==> src/ptns_pkg.sv <==
`timescale 1ns / 1ps
// ----------------------------------------------------------------------------
// ptns_pkg
// shared types and constants of the point table nearest search block
// ----------------------------------------------------------------------------
package ptns_pkg;

  localparam int MAX_POINTS = 256;
  localparam int IDX_W      = $clog2(MAX_POINTS);
  localparam int CNT_W      = IDX_W + 1;
  localparam int COORD_W    = 24;
  localparam int DIFF_W     = COORD_W + 1;
  localparam int SQ_W       = 2 * COORD_W + 1;
  localparam int DIST_W     = SQ_W + 1;

  localparam logic [2:0] CMD_ADD     = 3'd0;
  localparam logic [2:0] CMD_SET     = 3'd1;
  localparam logic [2:0] CMD_DELETE  = 3'd2;
  localparam logic [2:0] CMD_NEAREST = 3'd3;
  localparam logic [2:0] CMD_CLEAR   = 3'd4;

  localparam logic [1:0] ST_OK   = 2'd0;
  localparam logic [1:0] ST_MISS = 2'd1;
  localparam logic [1:0] ST_FULL = 2'd2;

  typedef struct packed {
    logic [2:0]                cmd;
    logic [7:0]                entry_id;
    logic signed [COORD_W-1:0] coord_x;
    logic signed [COORD_W-1:0] coord_y;
  } in_item_t;

  typedef struct packed {
    logic [1:0]                status;
    logic [7:0]                result_id;
    logic signed [COORD_W-1:0] result_x;
    logic signed [COORD_W-1:0] result_y;
  } out_item_t;

  typedef enum logic [2:0] {
    S_IDLE,
    S_DECODE,
    S_ADD,
    S_WALK,
    S_DONE
  } state_t;

  typedef struct packed {
    logic capture;
    logic decode;
    logic add;
    logic walk;
    logic load_out;
  } ctrl_cmd_t;

  typedef struct packed {
    logic [2:0] cmd;
    logic       has_id;
    logic       known;
    logic       empty;
    logic       del_hit;
    logic       walk_end;
    logic       out_free;
  } ctrl_sts_t;

endpackage

==> src/ptns_ctrl.sv <==
`timescale 1ns / 1ps
// ----------------------------------------------------------------------------
// ptns_ctrl
// command sequencer: decode, add, list walk and result hand-off
// ----------------------------------------------------------------------------
module ptns_ctrl import ptns_pkg::*; (
  input  logic      clk,
  input  logic      rst_n,
  input  logic      in_valid,
  output logic      in_stall,
  input  ctrl_sts_t sts,
  output ctrl_cmd_t ctl
);

  state_t state_r, state_nxt;

  always_ff @(posedge clk) begin
    if (!rst_n) begin
      state_r <= S_IDLE;
    end else begin
      state_r <= state_nxt;
    end
  end

  always_comb begin
    state_nxt = state_r;
    case (state_r)
      S_IDLE: begin
        if (in_valid) state_nxt = S_DECODE;
      end
      S_DECODE: begin
        case (sts.cmd)
          CMD_ADD:     state_nxt = sts.has_id ? S_ADD : S_DONE;
          CMD_DELETE:  state_nxt = sts.known ? S_WALK : S_DONE;
          CMD_NEAREST: state_nxt = sts.empty ? S_DONE : S_WALK;
          default:     state_nxt = S_DONE;
        endcase
      end
      S_ADD: begin
        state_nxt = S_DONE;
      end
      S_WALK: begin
        if (sts.del_hit || sts.walk_end) state_nxt = S_DONE;
      end
      S_DONE: begin
        if (sts.out_free) state_nxt = S_IDLE;
      end
      default: begin
        state_nxt = S_IDLE;
      end
    endcase
  end

  always_comb begin
    in_stall     = (state_r != S_IDLE);
    ctl          = '0;
    ctl.capture  = (state_r == S_IDLE) && in_valid;
    ctl.decode   = (state_r == S_DECODE);
    ctl.add      = (state_r == S_ADD);
    ctl.walk     = (state_r == S_WALK);
    ctl.load_out = (state_r == S_DONE) && sts.out_free;
  end

endmodule

==> config.mk <==
export PLATFORM = sky130hd
export DESIGN_NAME = ptns_ctrl
export DESIGN_NICKNAME = d
export VERILOG_FILES = /design/src/ptns_pkg.sv /design/src/ptns_ctrl.sv
export SDC_FILE = /design/constraint.sdc
export NUM_CORES = 1
export LEC_CHECK = 0
export BUFFER_PORTS_ARGS = -buffer_cell sky130_fd_sc_hd__buf_4
export CAP_MARGIN = 20
export CORE_AREA = 2 2 39 41
export CTS_BUF_LIST = sky130_fd_sc_hd__clkbuf_8
export DETAILED_ROUTE_END_ITERATION = 16
export DIE_AREA = 0 0 41 43
export HOLD_SLACK_MARGIN = 0.12
export PLACE_DENSITY = 0.4
export SLEW_MARGIN = 20
export SYNTH_ARGS = -nofsm -noshare
export SYNTH_HDL_FRONTEND = slang
export SYNTH_SLANG_ARGS = --single-unit
==> constraint.sdc <==
create_clock -name clk -period 1.4 [get_ports clk]
set_input_delay 0.28 -clock clk [delete_from_list [all_inputs] [get_ports clk]]
set_output_delay 0.28 -clock clk [all_outputs]
set_load 0.02 [all_outputs]
==> out/metrics.yaml <==
timing:
  rsz0062_at_grt: "true"
  totalNegativeSetupSlack_ns: 0
  hold_slack_ns: 0.3405
  finalCriticalPeriod_ns: 1.393
  setup_viol: 0
  skew_ns: 0.002119
  fin_crit_sh: 0.9949
  worstMarginPinSlew_ns: 0.3436
  timing.final.hold_violations: 0
  relSlewSlack: 0.7677
  slew_violations: 0
  setup_ws_ns: 0.007163
  fmax_mhz: 718.0
placed_design:
  hpwl_microns: 611.9
  pre_cts_ws_ns: 0.1740
  port_buffers: 17
  gp_congestion: 0.6352
  placed_cells: 70
die:
  die_height_microns: 43
  initial_utilization: 0.1926
  die_area_sq_um: 1763
  io_pins: 18
  core_area_sq_um: 1384
  fp.dieW_microns: 41
  num_rows: 14
hold_path:
  hold_path_class: "input pin to flop"
drt:
  drc: 0
  ant_nets: 0
  wl_per_cell_microns: 9.892
  firstDrtPassIters: 2
  routed_wl_microns: 732
  num_vias: 333
  drt_iter0_drc: 3
  via_per_inst: 4.500
setup_path:
  critical_path_required_ns: 1.12
  path_cells: "or3_4 > nor2_4 > buf_6"
  critPathLaunchType: "flop"
  slowest_delay_ns: 0.40
  crit_path_max_fanout: 2
  end_kind: "primary output"
  path_class: "flop to primary output"
  arrival_ns: 1.11
  reg2reg_slack_ns: 0.26
  cp_slowest_cell: "or3_4"
clock_network:
  path_clk_slew_ns: 0.03
  clock_latency_ns: 0.21
  cts.repair.resized: 2
  cts_tree: "done"
  numCtsBuffers: 3
  cts_hold_buf: 0
  clockRootBuffer: "clkbuf_8"
  post-cts-setup-buffer-count: 0
  cts.path.max_buffers: 2
  cts_sinks: 3
  htreeDepth: 1
cells_and_area:
  layout-drive-gt1-share: 0.4828
  largest_reg_flops: 3
  regMostFlops: "state_r"
  nFillCells: 158
  top_regs: "state_r (3)"
  area_growth_syn_to_layout_pct: 82.63
  diodes: 0
  nNetsFinal: 71
  instances_no_fill: 74
global_route:
  grtUsageTotal: 0.1082
  antenna_found_initial: 0
  grt_max_degree: 11
  grt_pass1_wl_microns: 1304
  globalRouteOverflowTotal: 0
  grt_pass1_vias: 339
synthesis:
  synth_cells: 36
  syn_avg_cell_area_sq_um: 7.403
  syn_nets: 48
  syn-cell-area_sq_um: 266.5
  synth-seq-cells: 3
  yosys_warnings: 0
  ys_seq_area_frac: 0.2254
  synth_cell_type_count: 22
status:
  status: "finished clean"
power:
  leakage_nw: 0.2183
  power_mw: 0.6969
  power_density_nw_per_um2: 1432
  ir_worst_vdd_v: 0.0004209
flow_run:
  maxCapViolCount: 0
==> layer usage <==
metal / wire length [microns] / global-route usage
met1: 289 / 0.1246
met2: 359 / 0.1688
met3: 67 / 0.03141
met4: 16 / 0.06000
met5: 0 / 0
==> final cells by class <==
cell class                 count  area (sq um)  area share
tap                           16         20.02     0.04113
sequential                     3         60.06      0.1234
clock inverter                 1         3.754    0.007712
timing repair buffer          20         153.9      0.3162
clock buffer                   3         41.29     0.08483
inverter                       1         3.754    0.007712
multi-input combinational     30         203.9      0.4190
==> cells by family (layout without fill, tap and decap cells) <==
kind of cell / Yosys count / count (layout) / share of synthesized area
buffers and inverters: 3 / 25 / 0.07508
AO/OA/AOI/OAI: 9 / 9 / 0.2207
flip-flops: 3 / 3 / 0.2254
AND/OR/NAND/NOR: 21 / 21 / 0.4788
==> power breakdown <==
group | internal [mW] | switching (mW)
sequential | 0.107 | 0.0181
clock | 0.186 | 0.0554
combinational | 0.173 | 0.157
==> cells in the final DEF (no fill, tap or decap), types with 2 or more instances in the layout <==
master    count
inv_1         2
nand3b_1      2
nor2_1        2
a21oi_1       3
buf_4        19
dfxtp_1       3
clkbuf_8      3
nand2_1       3
nand2b_1      4
==> final timing paths <==
path	start	cells past startpoint	to
hold / removal	in_valid	3	state_r[0]$_SDFFE_PN0P_
hold reg to reg	state_r[2]$_SDFFE_PN0P_	2	state_r[1]$_SDFFE_PN0P_
setup / recovery	state_r[0]$_SDFFE_PN0P_	3	ctl[4]
setup reg to reg	state_r[2]$_SDFFE_PN0P_	5	state_r[2]$_SDFFE_PN0P_
==> synth_stat cells <==
master	number	area, sq um
inv_1	1	3.750
nor3b_1	2	15.01
or3_1	2	12.51
o21bai_1	1	7.510
nor2_1	3	11.26
a31oi_1	1	6.260
and2_1	1	6.260
and3b_1	1	8.760
nor3_1	1	5.000
a21oi_2	1	8.760
a211oi_1	1	7.510
a32oi_1	1	8.760
nand2b_2	1	8.760
nand2b_1	4	25.02
o21ai_1	1	5.000
nand2_1	3	11.26
nand3b_1	2	15.01
buf_2	1	5.000
buf_6	1	11.26
a21oi_1	3	15.01
nor4b_1	1	8.760
dfxtp_1	3	60.06
==> metrics by stage <==
step | util | cell area, sq um
6_report | 0.3517 | 486.7
5_1_grt | 0.3517 | 486.7
4_1_cts | 0.3481 | 481.7
3_5_place_dp | 0.3092 | 427.9
3_3_place_gp | 0.3092 | 427.9
2_1_floorplan | - | 274.0
==> worst max-delay path, delay by kind of cell (launching register included) <==
kind	cells	cell delay, ns
and+or+nand+nor	2	0.49
DFF	1	0.30
buffers and inverters	1	0.12
(Power assumes the default switching activity.)
